<file path="src/design/lasb_pkg.sv">
// Shared types and constants of the lidar angular scan binner.
`default_nettype none

package lasb_pkg;

  localparam int unsigned FullTurn = 23040;
  localparam int unsigned PaddrW   = 4;

  localparam logic [15:0] MinDistRst  = 16'd12;
  localparam logic [19:0] DebounceRst = 20'd30000;
  localparam logic [14:0] AngleOfsRst = 15'd5760;

  typedef enum logic [1:0] {
    REQ_MEAS  = 2'd0,
    REQ_PULSE = 2'd1,
    REQ_READ  = 2'd2
  } req_e;

  typedef enum logic {
    KIND_SCAN_DONE = 1'b0,
    KIND_BIN_READ  = 1'b1
  } kind_e;

  typedef enum logic [1:0] {
    REG_MIN_DIST  = 2'd0,
    REG_DEBOUNCE  = 2'd1,
    REG_ANGLE_OFS = 2'd2
  } reg_e;

  typedef struct packed {
    logic [1:0]  req_type;
    logic [15:0] distance_cm;
    logic [14:0] angle_pos;
    logic [31:0] timestamp_us;
    logic [6:0]  bin_index;
  } in_word_t;

  typedef struct packed {
    logic        result_kind;
    logic        finished_bank;
    logic [15:0] bin_distance;
    logic        bin_valid;
  } out_word_t;

  typedef struct packed {
    logic [15:0] min_distance;
    logic [19:0] debounce_us;
    logic [14:0] angle_offset;
  } cfg_t;

endpackage

`default_nettype wire

</file>
<file path="src/design/lasb_angle_map.sv">
// Turret angle to bin mapping: mirror, offset, wrap and scale by reciprocal multiply.
`default_nettype none

module lasb_angle_map #(
  parameter int BINS = 128
) (
  input  wire logic [14:0]              angle_pos_i,
  input  wire logic [14:0]              angle_offset_i,
  output logic      [$clog2(BINS)-1:0]  bin_o
);

  localparam int          BinW   = $clog2(BINS);
  localparam logic [14:0] Turn   = 15'(lasb_pkg::FullTurn);
  localparam logic [27:0] BinMul =
    28'((64'(BINS) * 64'd1073741824 + 64'(lasb_pkg::FullTurn) - 64'd1)
        / 64'(lasb_pkg::FullTurn));

  logic [14:0] pos_w;
  logic [14:0] ofs_w;
  logic [14:0] mir;
  logic [42:0] prod;

  always_comb begin
    pos_w = (angle_pos_i    >= Turn) ? angle_pos_i    - Turn : angle_pos_i;
    ofs_w = (angle_offset_i >= Turn) ? angle_offset_i - Turn : angle_offset_i;
    mir   = (ofs_w >= pos_w) ? ofs_w - pos_w : ofs_w + (Turn - pos_w);
    prod  = 43'(mir) * 43'(BinMul);
    bin_o = prod[30 +: BinW];
  end

endmodule

`default_nettype wire

</file>
<file path="config.mk">
export PLATFORM = sky130hd
export DESIGN_NAME = lasb_angle_map
export DESIGN_NICKNAME = d
export VERILOG_FILES = /design/src/design/lasb_pkg.sv /design/src/design/lasb_angle_map.sv
export SDC_FILE = /design/constraint.sdc
export NUM_CORES = 1
export LEC_CHECK = 0
export BUFFER_PORTS_ARGS = -buffer_cell sky130_fd_sc_hd__buf_4
export CAP_MARGIN = 25
export CORE_MARGIN = 4
export CORE_UTILIZATION = 36
export DETAILED_ROUTE_END_ITERATION = 10
export GPL_TIMING_DRIVEN = 0
export PLACE_DENSITY = 0.65
export SYNTH_ARGS = -nofsm -noshare
export SYNTH_HDL_FRONTEND = slang
export SYNTH_SLANG_ARGS = --single-unit
</file>
<file path="constraint.sdc">
create_clock -name vclk -period 8.5
set_input_delay 0.85 -clock vclk [all_inputs]
set_output_delay 0.85 -clock vclk [all_outputs]
set_load 0.005 [all_outputs]
</file>
# After elaboration in Yosys (flattened, before gate mapping)
# Index checks and enable logic that the tools add are counted.
totals:
  reg_bits: 0
  latch_bits: 0
  ram_bits: 0
  romBits: 0
  output_inout_bits: 7
  wordCells: 12
  n_memories: 0
classes:
  addsub: 5
  mul: 1
  div_mod_pow: 0
  order_cmp: 3
  n_eq_ne: 0
  shifts: 0
  muxes: 3
  bitwise_logic: 0
  n_reduce_logical: 0
op_table:
  columns: ["cell", "count"]
  rows:
  - ["15-bit two-way mux", 3]
  - ["15-bit by 23-bit multiplier with 37-bit output, second input constant", 1]
  - ["15-bit greater-or-equal comparator, second input constant", 2]
  - ["15-bit subtractor, second input constant", 2]
  - ["15-bit adder", 1]
  - ["15-bit greater-or-equal comparator", 1]
  - ["15-bit subtractor", 1]
  - ["15-bit subtractor, first input constant", 1]

# Depth between registers and ports, before layout
# Gate-level depths: netlist (run 1).
depth:
  ltp_word: 6
  depth_mapped: 39

# Least setup slack after synthesis (run 1)
# OpenSTA, ideal clock, no wires.
synth_timing:
  kind: "input -> output"
  from: "input port angle_pos_i[0]"
  to: "output port bin_o[6]"
  arrival_time_ps: 8397
  required_time_ps: 7650
  slack_ps: -747
  stages: 32
  path_buffers: 0
  path_cell_list: "nor3_1 > nand4_1 > nor3_1 > o31a_1 > mux2_2 > ha_1 > ha_1 > a21o_2 > a2111oi_0 > nor2_1 > a221oi_4 > nor3_1 > a221oi_2 > inv_1 > xnor2_1 > fa_1 > inv_1 > fa_1 > inv_1 > fa_1 > fa_1 > inv_1 > fa_1 > inv_1 > ha_1 > and4_1 > o211ai_1 > a221oi_1 > o41a_1 > nor2_1 > a311oi_1 > xnor2_1"
synth_via:
  elab_chain_cells: 6
  elab_cells_between_ends: 9
  cone_classes: "add/sub: 4; mul: 1; order compare: 2; mux: 2"
synth_lines:
  columns: ["element", "line", "source"]
  rows:
  - ["start: declaration", "lasb_angle_map.sv:7", "input wire logic [14:0] angle_pos_i,"]
  - ["15-bit subtractor / 15-bit greater-or-equal comparator (equally long branches)", "lasb_angle_map.sv:24", "pos_w = (angle_pos_i >= Turn) ? angle_pos_i - Turn : angle_pos_i;"]
  - ["15-bit two-way mux *", "lasb_angle_map.sv:24", null]
  - ["15-bit subtractor", "lasb_angle_map.sv:26", "mir = (ofs_w >= pos_w) ? ofs_w - pos_w : ofs_w + (Turn - pos_w);"]
  - ["15-bit adder", "lasb_angle_map.sv:26", null]
  - ["15-bit two-way mux *", "lasb_angle_map.sv:26", null]
  - ["15-bit by 23-bit multiplier with 37-bit output *", "lasb_angle_map.sv:27", "prod = 43'(mir) * 43'(BinMul);"]
  - ["end: declaration", "lasb_angle_map.sv:9", "output logic [$clog2(BINS)-1:0] bin_o"]
# Every way passes the cells marked *; elsewhere a longest branch is shown, timed or not.

# Worst setup path after layout (run 1)
layout_timing:
  from: "input port angle_pos_i[3]"
  to: "output port bin_o[6]"
# The elaborated chain is that of the path after synthesis.

==> flow_summary.yaml, run 1 <==
critical_path:
  cpMostUsedCell: "inv_1"
  cp-end-kind: "output pin"
  required_ns: 7.65
  crit_buf_inv: 8
  critPathSlowestCell: "fa_1"
  critical_path.max_fanout: 5
  worst_setup_path_start_kind: "input port"
  crit_family: "adder cells"
  crit_type: "input port to output pin"
  worstPathArrival_ns: 8.65
  cpPeakStageDelay_ns: 0.53
timing:
  fin_hold_ws_ns: 3.08
  period_share_pct: 112
  slew_headroom_pct: 47.2
  final.min_clock_period_ns: 9.50
  setup_viol: 7
  drv_slew: 0
  rsz0062_at_grt: "true"
  timing_hold_violations_final: 0
  setup_ws_ns: -1.00
  setup_tns_ns: -5.28
  tightestPinTransition_ns: 0.792
  fmax_mhz: 105
worst_hold_path:
  whs_path_depth: 9
  min_path_type: "input port to output pin"
  min_from: "angle_pos_i[14]"
  worst_hold_path.endpoint: "bin_o[6]"
layout:
  n_clock_buffer: 0
  regArea_um2: 0
  syn_to_final_growth_pct: 29.0
  diodes: 0
  fill_cells: 1487
  final_area_um2: 7660
  drive_above_1_share_pct: 26.4
  numSequentialCells: 0
  final_cells: 976
  nets: 1024
drt:
  drt-total-wl_um: 14400
  drtAntennaViolNets: 0
  vias: 4742
  drcViolationCount: 0
  wire_per_inst_um: 14.7
  dr.pass1.iters: 4
  vias_per_cell: 4.86
  drt_iter0_markers: 177
yosys:
  yosysSeqAreaShare_pct: 0
  yosysWarnings: 0
  synth_cells: 683
  ys_top_cells_by_count: "inv_1, ha_1, fa_1"
  avgSynthCellArea_um2: 8.70
  syn-num-nets: 945
  yosysMostFrequentCell: "inv_1"
  netlist.area_leader.share_pct: 30.5
  synthTopCellsByArea: "ha_1, fa_1, inv_1"
  syn_area_um2: 5940
  synth.distinct_cells: 60
  yosysTopAreaCell: "ha_1"
job:
  max-cap-violations: 0
grt:
  antenna_found_initial: 0
  grt_pass1_wl_um: 23700
  grt_max_degree: 11
  grtUsageTotal_pct: 15.7
  grt_pass1_vias: 4955
  grt_remaining_overflow: 0
placement:
  io_buffer_count: 37
  dp_cells: 936
  dpl.hpwl_um: 12000
  gp_congestion: 0.882
  placed_cell_area_um2: 6600
outcome:
  outcome: "finished with violations"
  violations: "setup timing"
floorplanning:
  core-area_um2: 16000
  io_pins: 37
  start_util_pct: 37.1
  fp.dieW_um: 136
  dieArea_um2: 18600
  rows: 46
  die-height_um: 136
clock_network:
  cts_hold_buffers: 0
-- placed cells by master (no fill, tap or decap), drive strengths merged, types with 3 or more instances in the layout --
cell type,netlist,layout
a211oi,7,7
a21boi,3,3
a21o,6,6
a21oi,21,21
a221oi,4,4
a31oi,7,7
and4,3,3
buf,2,78
fa,87,87
ha,145,145
inv,192,192
mux2,3,3
mux2i,3,3
nand2,28,28
nand2b,3,3
nand3,7,7
nor2,31,31
nor2b,6,6
nor3,13,13
o211ai,3,3
o21a,6,6
o21ai,23,23
o31ai,3,3
or2,5,5
xnor2,30,30
xor2,7,7
-- worst max-delay path by stage --
| stage | end | depth (start not counted) | startpoint |
|---|---|---|---|
| floorplan | bin_o[5] | 33 | angle_pos_i[0] |
| global placement | bin_o[5] | 35 | angle_pos_i[0] |
| detailed placement | bin_o[5] | 34 | angle_pos_i[0] |
| CTS | bin_o[6] | 34 | angle_pos_i[3] |
| global route | bin_o[6] | 36 | angle_pos_i[3] |
| finish | bin_o[6] | 35 | angle_pos_i[3] |
-- metrics by stage --
step | worst slack, ns | util (%)
floorplan | -0.499 | -
global placement | -2.13 | 41.3
detailed placement | -2.20 | 41.3
CTS | -0.920 | 46.5
global route | -1.37 | 47.9
finish | -1.00 | 47.9
-- area by class of cell --
type,instances,area [um2],share of cell area [%]
tap,216,270,3.53
multi-input combinational,488,5980,78.0
timing repair buffer,78,651,8.49
buffer,2,40.0,0.523
inverter,192,721,9.41
-- repair_timing --
item,in CTS,in global routing
endpoints found under the setup margin,7,7
cloned,1,0
pin swaps,61,17
gates resized for setup,109,19
setup buffers,27,13
-- cell families (layout without fill, tap and decap cells) --
logic type	Yosys count	after routing	synth area share (%)
compound gates	100	100	11.7
xor+xnor	37	37	5.45
fa+ha+maj	232	232	59.9
buf+inv	195	272	12.5
mux	6	6	1.07
simple gates	113	113	9.48
-- layer usage --
layer / track usage, % / part of all wire [%]
met1: 21.1 / 45
met2: 29.2 / 52
met3: 0.148 / 2.4
met4: 1.12 / 1.1
met5: 0 / 0
Power of run 1 is not shown: default switching activity piles up to over one toggle a cycle in this logic, so the estimate is an artifact.
==> run 2, diff against run 1 <==
--- a/config.mk
+++ b/config.mk
@@ -15,3 +15,4 @@
 export SYNTH_ARGS = -nofsm -noshare
 export SYNTH_HDL_FRONTEND = slang
 export SYNTH_SLANG_ARGS = --single-unit
+export TNS_END_PERCENT = 50
==> run 2 against run 1 <==
Net effect: die area unchanged; core utilization down 1.6 points; routed wire length down 2.3%; fmax up 0.76%; sequential share of layout area unchanged; setup slack better by 0.072 ns; the flow still finishes with violations (setup timing); first-iteration DRC count up 21%; cell count down 0.31%; worst hold slack worse by 0.021 ns; global-route usage about the same; count of clock-buffer cells in the layout unchanged; non-clock buffer count down 3.
==> flow_summary.yaml, run 2 (synthesis results as in run 1) <==
layout:
  mostFrequentLayoutCells: "inv_1, ha_1, fa_1, buf_4, nand2_1"
  final_common_cell: "inv_1"
  syn_to_final_growth_pct: 24.7
  drive_above_1_share_pct: 22.7
  final_util_pct: 46.3
  final_cells: 973
  numSequentialCells: 0
  n_clock_buffer: 0
  regArea_um2: 0
  diodes: 0
  nets: 1021
critical_path:
  crit_type: "input port to output pin"
  cpPeakStageDelay_ns: 0.54
  worstPathArrival_ns: 8.58
  critical_path.max_fanout: 5
  required_ns: 7.65
  cp-end-kind: "output pin"
  critPathSlowestCell: "fa_1"
  worst_setup_path_start_kind: "input port"
placement:
  io_buffer_count: 37
  preCtsSetupSlack_ns: -2.36
  dp_cells: 936
  gp_congestion: 0.884
  dpl.hpwl_um: 12200
drt:
  vias_per_cell: 4.82
  vias: 4686
  drtAntennaViolNets: 0
  drt_iter0_markers: 215
  drt-total-wl_um: 14000
  dr.pass1.iters: 4
  wire_per_inst_um: 14.4
  drcViolationCount: 0
grt:
  grt_pass1_wl_um: 23700
  grt_max_degree: 11
  antenna_found_initial: 0
  grtUsageTotal_pct: 15.6
  grt_pass1_vias: 4952
  grt_remaining_overflow: 0
timing:
  tightestPinTransition_ns: 0.879
  period_share_pct: 111
  setup_ws_ns: -0.931
  final.min_clock_period_ns: 9.43
  slew_headroom_pct: 41.4
  timing_hold_violations_final: 0
  rsz0062_at_grt: "true"
  drv_slew: 0
  fmax_mhz: 106
  setup_viol: 7
floorplanning:
  die-height_um: 136
  io_pins: 37
  dieArea_um2: 18600
  fp.dieW_um: 136
  start_util_pct: 37.1
  core-area_um2: 16000
  rows: 46
outcome:
  violations: "setup timing"
  outcome: "finished with violations"
worst_hold_path:
  min_path_type: "input port to output pin"
job:
  max-cap-violations: 0
clock_network:
  cts_hold_buffers: 0
run 2: cell count changes in the layout (fill, tap and decap cells not counted), moves of 3 or more:
cell     change
xnor2_1      +3
ha_4        -10
buf_4        -3
ha_1        +11
run 2: cell type report:
cell class         count  area (um2)
repair buffers        74         599
well taps            216         270
inverters            192         721
plain buffers          3        45.0
fillers             1540        8590
multi-input cells    488        5770
run 2: metrics by stage:
| step | hold slack, ns | setup TNS [ns] | cell area [um2] |
|---|---|---|---|
| 2_1_floorplan | 2.58 | -1.75 | 6050 |
| 3_3_place_gp | 3.06 | -14.32 | 6600 |
| 3_5_place_dp | 3.04 | -14.68 | 6600 |
| 4_1_cts | 3.05 | -4.75 | 7370 |
| 5_1_grt | 3.13 | -7.89 | 7410 |
| 6_report | 3.06 | -5.29 | 7410 |
run 2: final timing paths:
kind | slack, ns | start | endpoint | cells past startpoint
worst min-delay path | 3.06 | angle_pos_i[14] | bin_o[6] | 9
worst max-delay path | -0.93 | angle_pos_i[3] | bin_o[6] | 36
run 2: critical path: cells and delay by family:
family | cells | cell delay (ns)
AND/OR/NAND/NOR | 6 | 1.03
adder cells (fa/ha/maj) | 8 | 3.18
buffers and inverters | 9 | 0.88
AO/OA/AOI/OAI | 11 | 2.37
XOR/XNOR | 2 | 0.27
run 2: repair_timing:
action,4_1_cts,5_1_grt
endpoints found under the setup margin,7,7
hold endpoints to repair,0,0
cloned,1,0
gates resized for setup,98,3
pin swaps,59,2
buffers inserted,33,3
run 2: metal layers:
layer	GRT usage [%]	share of wire [%]	vias up	wire [um]
met5	0	0	-	0
met2	28.3	50	58	7030
li1	-	-	2358	-
met1	22.0	47	2264	6630
met4	0.896	0.73	0	102
met3	0.259	2.0	6	285
Power of run 2 is left out for the same reason.
