--- config.mk ---
export PLATFORM = sky130hd
export DESIGN_NAME = lasb_regs
export DESIGN_NICKNAME = d
export VERILOG_FILES = /design/src/design/lasb_pkg.sv /design/src/design/lasb_regs.sv
export SDC_FILE = /design/constraint.sdc
export NUM_CORES = 1
export LEC_CHECK = 0
export ABC_AREA = 1
export BUFFER_PORTS_ARGS = -buffer_cell sky130_fd_sc_hd__buf_4
export CORE_MARGIN = 2
export CORE_UTILIZATION = 46
export CTS_CLUSTER_SIZE = 24
export DETAILED_ROUTE_END_ITERATION = 8
export HOLD_SLACK_MARGIN = 0.06
export PLACE_DENSITY = 0.81
export RECOVER_POWER = 50
export SLEW_MARGIN = 20
export SYNTH_ARGS = -nofsm -noshare
export SYNTH_HDL_FRONTEND = slang
export SYNTH_SLANG_ARGS = --single-unit
--- constraint.sdc ---
create_clock -name clk_i -period 0.8 [get_ports clk_i]
set_input_delay 0.08 -clock clk_i [delete_from_list [all_inputs] [get_ports clk_i]]
set_output_delay 0.08 -clock clk_i [all_outputs]
set_load 0.02 [all_outputs]
--- src/design/lasb_pkg.sv ---
// Shared types and constants of the lidar angular scan binner.
`default_nettype none

package lasb_pkg;

  localparam int unsigned FullTurn = 23040;
  localparam int unsigned PaddrW   = 4;

  localparam logic [15:0] MinDistRst  = 16'd12;
  localparam logic [19:0] DebounceRst = 20'd30000;
  localparam logic [14:0] AngleOfsRst = 15'd5760;

  typedef enum logic [1:0] {
    REQ_MEAS  = 2'd0,
    REQ_PULSE = 2'd1,
    REQ_READ  = 2'd2
  } req_e;

  typedef enum logic {
    KIND_SCAN_DONE = 1'b0,
    KIND_BIN_READ  = 1'b1
  } kind_e;

  typedef enum logic [1:0] {
    REG_MIN_DIST  = 2'd0,
    REG_DEBOUNCE  = 2'd1,
    REG_ANGLE_OFS = 2'd2
  } reg_e;

  typedef struct packed {
    logic [1:0]  req_type;
    logic [15:0] distance_cm;
    logic [14:0] angle_pos;
    logic [31:0] timestamp_us;
    logic [6:0]  bin_index;
  } in_word_t;

  typedef struct packed {
    logic        result_kind;
    logic        finished_bank;
    logic [15:0] bin_distance;
    logic        bin_valid;
  } out_word_t;

  typedef struct packed {
    logic [15:0] min_distance;
    logic [19:0] debounce_us;
    logic [14:0] angle_offset;
  } cfg_t;

endpackage

`default_nettype wire

--- src/design/lasb_regs.sv ---
// APB configuration registers of the scan binner.
`default_nettype none

module lasb_regs (
  input  wire logic                         clk_i,
  input  wire logic                         rst_ni,
  input  wire logic                         psel,
  input  wire logic                         penable,
  input  wire logic                         pwrite,
  input  wire logic [lasb_pkg::PaddrW-1:0]  paddr,
  input  wire logic [31:0]                  pwdata,
  output logic      [31:0]                  prdata,
  output logic                              pready,
  output lasb_pkg::cfg_t                    cfg_o
);

  lasb_pkg::cfg_t cfg_q;
  logic           wr_en;
  logic [1:0]     reg_idx;

  assign pready  = 1'b1;
  assign wr_en   = psel && penable && pwrite && pready;
  assign reg_idx = paddr[3:2];
  assign cfg_o   = cfg_q;

  always_ff @(posedge clk_i or negedge rst_ni) begin
    if (!rst_ni) begin
      cfg_q.min_distance <= lasb_pkg::MinDistRst;
      cfg_q.debounce_us  <= lasb_pkg::DebounceRst;
      cfg_q.angle_offset <= lasb_pkg::AngleOfsRst;
    end else if (wr_en) begin
      unique case (reg_idx)
        lasb_pkg::REG_MIN_DIST:  cfg_q.min_distance <= pwdata[15:0];
        lasb_pkg::REG_DEBOUNCE:  cfg_q.debounce_us  <= pwdata[19:0];
        lasb_pkg::REG_ANGLE_OFS: cfg_q.angle_offset <= pwdata[14:0];
        default: ;
      endcase
    end
  end

  always_comb begin
    unique case (reg_idx)
      lasb_pkg::REG_MIN_DIST:  prdata = {16'd0, cfg_q.min_distance};
      lasb_pkg::REG_DEBOUNCE:  prdata = {12'd0, cfg_q.debounce_us};
      lasb_pkg::REG_ANGLE_OFS: prdata = {17'd0, cfg_q.angle_offset};
      default:                 prdata = 32'd0;
    endcase
  end

endmodule

`default_nettype wire

Word-level counts from Yosys, hierarchy flattened --
Index checks and enable logic that the tools add are counted.
Storage, ports and cells: bits in registers 51, bits of input ports 41, output and inout bits 84, logic and storage cells 12
Operators by class: equal/unequal tests 2, muxes and demuxes 1, reduce and logical (&&, ||, !) cells 6
Operators with widths (number):
- 20-bit case mux with 3 select lines | 1
- 2-bit AND reduction | 3
- 2-bit by 1-bit == test with 1-bit output (second input constant) | 1
- 2-bit == test (second input constant) | 1
- 1-bit logical AND | 2
- 2-bit zero test | 1

Longest topological paths before layout --
Gate-level depths: netlist (run 1).
depth after elaboration 3, mapped depth 7, depth with buffers taken out 6

Least setup slack after synthesis (run 1) --
No wires, ideal clock.
path kind flip-flop to output port, start register cfg_q, in the netlist cfg_o[25], end output prdata[10], data arrival time 0.830 ns, required time 0.720 ns, path slack -0.110 ns, stages on the path, launching flop included 3, path through dfstp_2 nand2_1 nand3_1
Between the ends: word-level cells in the longest chain between the ends 1
RTL lines:
- start: declaration | RTL line lasb_regs.sv:17 | lasb_pkg::cfg_t cfg_q;
- 20-bit case mux with 3 select lines | RTL line lasb_regs.sv:42 | unique case (reg_idx)
- end: declaration | RTL line lasb_regs.sv:12 | output logic [31:0] prdata,
Every way passes these cells.

Worst setup path after layout (run 1) --
start register cfg_q, in the netlist cfg_o[9], end output prdata[9]
Same word-level chain as after synthesis.

==> results of run 1 <==
## logic make-up after synthesis
kind of cell / share of synthesized area [%]
other cells: 0.302
simple gates: 39.0
buf+inv: 8.74
flops: 51.9
## layout make-up
class,instances,share of cell area [%]
inverters,9,0.688
flip-flops and latches,51,26.3
clock inverters,2,1.22
repair buffers,200,43.3
clock buffers,6,1.48
well taps,70,1.78
multi-input cells,246,25.3
## per-layer routing
layer	wire [um]	GRT usage, %	share of wire, %
met1	4350	36.2	33
met2	6720	66.2	50
met3	1220	5.93	9.1
met4	1090	19.6	8.2
met5	0	0	0
## critical path, cell delays in order (launching register included)
cell     delay [ns]
dfstp_2        0.59
nand2_2        0.09
nand3_2        0.09
buf_6          0.12
## synthesized netlist by cell type
master	count
nor2_1	5
nand2_2	14
dfstp_2	13
nand3_2	1
nand2_1	193
buf_6	3
buf_4	18
inv_1	5
dfrtp_1	38
conb_1	2
inv_2	4
nand2_4	1
nor2_4	4
nand3_1	15
buf_2	3
## what timing repair did
item | in CTS | in global routing
gates resized for setup | 109 | 65
endpoints found under the hold margin | 95 | 0
endpoints found under the setup margin | 76 | 94
hold buffers | 21 | 0
setup buffers | 18 | 21
pin swaps | 23 | 28
## final timing paths
kind	end	slack, ns	cells after the start
worst max-delay path	prdata[9]	-0.50	3
max in group asynchronous	cfg_o[37]	-0.01	3
min in group clk_i	cfg_o[7]	0.30	6
worst min register to register	cfg_o[37]	0.50	2
worst min-delay path	cfg_o[11]	0.23	2
worst max register to register	cfg_o[29]	-0.22	5
## power by group through the flow
stage          registers (W)  logic [W]  clock network [W]
3_3_place_gp         0.00361    0.00358                  0
3_5_place_dp         0.00363    0.00369                  0
6_report             0.00386    0.00576            0.00221
2_1_floorplan        0.00430    0.00102                  0
5_1_grt              0.00386    0.00593            0.00229
4_1_cts              0.00369    0.00476            0.00213
## through the flow
stage	TNS, ns	std cells
6_report	-24.62	584
5_1_grt	-26.60	584
4_1_cts	-19.10	567
3_5_place_dp	-10.20	520
3_3_place_gp	-9.34	520
2_1_floorplan	-0.595	330
==> results.txt, run 1 <==
status: finished with violations
violated checks: setup timing
share of cells above drive strength 1: 55.8%
DIE AREA: 6020 sq um
vias post-DR: 3394
fmax: 768 MHz
Num CTS Buffers: 5
Fin Hold WS: 0.229 ns
Clk pwr share: 18.7%
Tmin final: 1.30 ns
#FFs+latches synth: 51
MaxCap Viol Count: 0
synthesized area per cell: 7.81 sq um
Post-Syn Area: 2490 sq um
Syn. warnings: 0
Top Ports: 125
FILL cells: 136
Worst EP arrival: 1.22 ns
CP required: 0.72 ns
unrepaired setup endpoints after global routing: yes
first-pass GRT wire length: 15800 um
CP Capture Type: output pin
DRC Markers: 0
Pwr Density: 2410 nW/um^2
commonest cells after routing, fill and taps aside: 150 x nand2_1, 124 x buf_6, 52 x nand2_2
post-route ant nets: 0
Int Pwr: 0.00749 W
largest net degree at the start of global routing: 22
CTS Buffer Depth: 2
Leak: 2.61 nW
share of the synthesized area in the top cell type: 38.2%
Crit. Startpoint: cfg_o[9]
Detailed Route Iter0 Violations: 336
vias in the first global route: 3147
Max VDD drop: 1.83 mV
Slew Limit Fails: 0
Hold/Removal Path Class: in -> async
GPL Wtd Cong: 0.814
Finish-stage setup viols: 99
Yosys cell types: 15
row count: 26
wire per inst: 22.9 um
Remaining Overflow, GRT: 0
worst r2r src: cfg_o[29]
Antenna diodes: 0
CTS tree: done
Vias per Instance: 5.81
Clock Skews: 0 ns
Die H: 77.6 um
PnR Total Power: 0.0118 W
final WL: 13400 um
crit path max fanout: 2
Layout area overhead: 97.3%
final core occ: 95.0%
total track usage: 35.0%
Reg area: 1290 sq um
root buffer cell: clkbuf_8
Final Net Count: 554
PortBufs: 97
sequential share of the synthesized area: 51.9%
total clock sinks: 51
Initial Util: 48.1%
Net Sw Power: 0.00434 W
fin crit share: 163%
max FFs per register: 51
Skew-Pair Late Insertion Delay: 0.32 ns
Setup CP Type: reg -> out
Sw Ratio: 36.7%
die width: 77.6 um
Synth area leader: dfrtp_1
initial antenna violation count: 0
Placement Cell Area: 3720 sq um
final hold vios: 0
worst setup margin: -0.502 ns
sequential power share: 32.6%
combinational power share: 48.7%
DP HPWL: 5560 um
commonest non-fill, non-tap cell in the layout: nand2_1
area of the multi-input gates: 1240 sq um
top cells by area, synth: dfrtp_1 38%, nand2_1 29%, dfstp_2 14%
placeable core region: 5170 sq um
htree depth: 2
drt first pass iters: 5
Post-Synthesis Cells: 319
Critical Path Source Type: register
fin area: 4910 sq um
dpl ws: -0.217 ns
clock slew at reported path FFs: 0.11 ns
Note: power is estimated with default switching activity, not from simulation.
==> inputs of run 2 (changes only) <==
SKIP_CTS_REPAIR_TIMING = 1   (was unset)
==> run 2 against run 1 <==
Net effect:
- the flow still finishes with violations (setup timing)
- core utilization shrank 6.7 points
- die area is the same
- design area down 7.1%
- non-clock buffer count shrank 20
- final cell count down 3.4%
- worst hold slack better by 0.017 ns
- via count decreased by 15%
- first-iteration DRC count fell by 35%
- clock-buffer cell count unchanged
- setup slack better by 0.062 ns
- clock power down 3%
- highest routed layer unchanged
==> results.txt, run 2 (synthesized netlist as in run 1, its figures left out) <==
status: finished with violations
violated checks: setup timing
Finish-stage setup viols: 88
vias in the first global route: 2525
CTS Buffer Depth: 2
placeable core region: 5170 sq um
die width: 77.6 um
Initial Util: 48.1%
Vias per Instance: 5.11
post-route ant nets: 0
drt first pass iters: 4
Leak: 2.47 nW
MaxCap Viol Count: 0
row count: 26
clock slew at reported path FFs: 0.10 ns
setup TNS: -19.92 ns
commonest non-fill, non-tap cell in the layout: nand2_1
DP HPWL: 5560 um
Remaining Overflow, GRT: 0
CP Capture Type: output pin
FILL cells: 237
Pwr Density: 2350 nW/um^2
DIE AREA: 6020 sq um
Skew-Pair Late Insertion Delay: 0.30 ns
fin crit share: 155%
DRC Markers: 0
Placement Cell Area: 3720 sq um
root buffer cell: clkbuf_8
initial antenna violation count: 0
final hold vios: 0
Critical Path Source Type: register
Fin Hold WS: 0.246 ns
Reg area: 1290 sq um
Max VDD drop: 1.57 mV
Detailed Route Iter0 Violations: 219
Tmin final: 1.24 ns
final WL: 9940 um
commonest cells after routing, fill and taps aside: 176 x nand2_1, 95 x buf_6, 54 x buf_4
fin area: 4560 sq um
dpl ws: -0.217 ns
Slew Limit Fails: 0
crit path max fanout: 3
share of cells above drive strength 1: 49.2%
vias post-DR: 2883
total track usage: 25.6%
Die H: 77.6 um
Setup CP Type: reg -> out
PortBufs: 97
largest net degree at the start of global routing: 22
unrepaired setup endpoints after global routing: yes
Clock Skews: 0 ns
CP required: 0.72 ns
fmax: 806 MHz
Layout area overhead: 83.3%
worst setup margin: -0.441 ns
Top Ports: 125
Num CTS Buffers: 5
Worst EP arrival: 1.16 ns
Hold/Removal Path Class: in -> async
total clock sinks: 51
PnR Total Power: 0.0107 W
CTS tree: done
Antenna diodes: 0
Final Net Count: 534
max FFs per register: 51
area of the multi-input gates: 1150 sq um
first-pass GRT wire length: 11800 um
wire per inst: 17.6 um
GPL Wtd Cong: 0.814
htree depth: 2
## run 2: routing by layer
layer | GRT usage, % | share of wire [%]
met1 | 29.3 | 34
met2 | 46.5 | 56
met3 | 5.70 | 6.1
met4 | 9.64 | 3.9
met5 | 0 | 0
## run 2: area by class of cell
cell class                 count  share of cell area (%)
timing repair buffer         180                    40.9
sequential                    51                    28.3
multi-input combinational    246                    25.2
tap                           70                    1.92
clock buffer                   6                    1.59
clock inverter                 2                    1.32
inverter                       9                   0.740
## run 2: worst max-delay path, cell delays in order (launching register included)
cell and delay (ns):
dfstp_2 0.59, nand2_2 0.09, nand3_2 0.07, buf_6 0.11
## run 2: path summary, 6_finish.rpt
kind	from	endpoint	slack (ns)	depth (start not counted)
max reg2reg	cfg_o[28]	cfg_o[28]	-0.14	4
max in group asynchronous	rst_ni	cfg_o[37]	-0.01	3
max	cfg_o[19]	prdata[4]	-0.44	3
min reg2reg	cfg_o[38]	cfg_o[38]	0.48	2
min in group clk_i	paddr[2]	cfg_o[37]	0.30	6
min	rst_ni	cfg_o[26]	0.25	2
## run 2: power breakdown
group / switching [W] / internal, W / total, W
clock: 0.000886 / 0.00125 / 0.00214
sequential: 0.000559 / 0.00321 / 0.00377
combinational: 0.00229 / 0.00252 / 0.00481
total: 0.00373 / 0.00698 / 0.0107
## run 2: per-stage QoR
stage          cells  utilization, %
4_1_cts          528            74.4
3_5_place_dp     520            71.8
3_3_place_gp     520            71.8
6_report         564            88.2
2_1_floorplan    330               -
5_1_grt          564            88.2
==> inputs of run 3 (changes only) <==
CORE_UTILIZATION = 49   (was 46)
PLACE_DENSITY = 0.86   (was 0.81)
clock period = 1.5 ns   (was 0.8 ns; I/O delays follow)
==> run 3 against run 2 <==
Net effect:
- the run now ends clean
- critical path depth rose by 4
- final cell count fell by 13%
- via count fell by 20%
- first-iteration DRC count fell by 19%
- design area fell by 26%
- wire length fell by 36%
- combinational power fell by 68%
- sequential power fell by 48%
- core utilization fell by 18 points
- largest power group is now sequential cells
- non-clock buffer count fell by 72
- clock skew did not move
- worst hold slack got worse by 0.19 ns
==> results.txt, run 3 (synthesized netlist as in run 1, its figures left out) <==
status: completed
placeable core region: 4820 sq um
non-filler cells, final: 489
Hold/Removal Path Class: in -> reg
worst setup margin: 0.177 ns
root buffer cell: clkbuf_8
Fin Hold WS: 0.0613 ns
fmax: 756 MHz
Worst EP arrival: 1.51 ns
PortBufs: 97
Slew Limit Fails: 0
CP max stage delay: 0.54 ns
first-pass GRT wire length: 10000 um
CP Capture Type: register
initial antenna violation count: 0
commonest cells after routing, fill and taps aside: 195 x nand2_1, 99 x buf_4, 38 x dfrtp_1
CP required: 1.68 ns
slowest CP cell: nand2_1
worst-path cell chain: buf_4 > inv_2 > nand2_2 > inv_2 > nand2_1 > nand2_2 > nand2_1
GPL Wtd Cong: 0.778
die width: 75.3 um
Leak: 1.87 nW
Setup CP Type: in -> reg
Finish-stage setup viols: 0
vias post-DR: 2313
share of cells above drive strength 1: 33.4%
Pwr Density: 1370 nW/um^2
dpl cells: 476
setup TNS: 0 ns
Remaining Overflow, GRT: 0
worst slew pin tran: 0.746 ns
row count: 25
Reg area: 1290 sq um
Die H: 75.3 um
Layout area overhead: 35.0%
wire per inst: 13.1 um
Top Ports: 125
final core occ: 69.8%
crit path max fanout: 16
htree depth: 2
MaxCap Viol Count: 0
total clock sinks: 51
post-route ant nets: 0
DP HPWL: 4500 um
max FFs per register: 51
Reg2Reg Depth: 2
Final Net Count: 462
clock slew at reported path FFs: 0.09 ns
Detailed Route Iter0 Violations: 178
Rel. slew slack: 50.2%
final WL: 6410 um
largest net degree at the start of global routing: 52
vias in the first global route: 2125
Num CTS Buffers: 5
total track usage: 23.5%
Initial Util: 51.7%
CTS tree: done
Critical Path Source Type: primary input
Tmin final: 1.32 ns
drt first pass iters: 4
dpl ws: 0.166 ns
Antenna diodes: 0
Clock Skews: 0 ns
WL met3: 472 um
fin crit share: 88.2%
DR WL met2: 3100 um
DIE AREA: 5670 sq um
Max VDD drop: 0.699 mV
commonest non-fill, non-tap cell in the layout: nand2_1
Vias per Instance: 4.73
FILL cells: 418
area of the multi-input gates: 1010 sq um
Max Used Layer: met4
DRC Markers: 0
unrepaired setup endpoints after global routing: no
hold path depth: 3
CTS Buffer Depth: 2
final hold vios: 0
Skew-Pair Late Insertion Delay: 0.29 ns
wl on met1: 2770 um
[run 3: changes by cell type in the layout (fill, tap and decap cells not counted), moves of 8 or more]
cell,previous run,this run
buf_12,8,0
nand2_1,176,195
nand2_2,31,13
nand3_1,0,15
buf_6,95,0
buf_4,54,99
nand3_2,16,1
dlygate4sd3_1,21,5
[run 3: metrics by stage]
step           total power (W)  instance area [sq um]
2_1_floorplan          0.00280                   2530
3_3_place_gp           0.00351                   3200
3_5_place_dp           0.00355                   3200
4_1_cts                0.00466                   3340
5_1_grt                0.00486                   3360
6_report               0.00461                   3360
[run 3: layout make-up]
| cell class | instances | area share [%] |
|---|---|---|
| clock buffer | 6 | 2.16 |
| clock inverter | 2 | 1.79 |
| inverter | 9 | 1.00 |
| multi-input combinational | 246 | 30.1 |
| sequential | 51 | 38.4 |
| tap | 67 | 2.49 |
| timing repair buffer | 108 | 24.0 |
[run 3: worst max-delay path: cells and delay by family]
kind / cells / cell delay, ns
buffers and inverters: 3 / 0.49
and+or+nand+nor: 4 / 0.87
[run 3: power by group]
part / switching, W / leakage, nW / internal, W / total, W
sequential: 0.000249 / 0.619 / 0.00171 / 0.00196
clock: 0.000433 / 0.0654 / 0.000667 / 0.00110
combinational: 0.000909 / 1.19 / 0.000643 / 0.00155
total: 0.00159 / 1.87 / 0.00302 / 0.00461
[run 3: worst paths after layout]
| check | start | end | slack [ns] |
|---|---|---|---|
| min in group asynchronous | rst_ni | cfg_o[34] | 0.41 |
| worst max register to register | cfg_o[23] | cfg_o[23] | 0.75 |
| worst min register to register | cfg_o[38] | cfg_o[38] | 0.48 |
| worst min-delay path | pwdata[15] | cfg_o[30] | 0.06 |
| worst max-delay path | paddr[2] | cfg_o[6] | 0.18 |
| max in group asynchronous | rst_ni | cfg_o[36] | 0.66 |
[run 3: routing by layer]
layer	vias to the layer above	track usage (%)
li1	1135	-
met1	1072	31.0
met2	99	40.1
met3	7	4.02
met4	0	6.63
met5	-	0
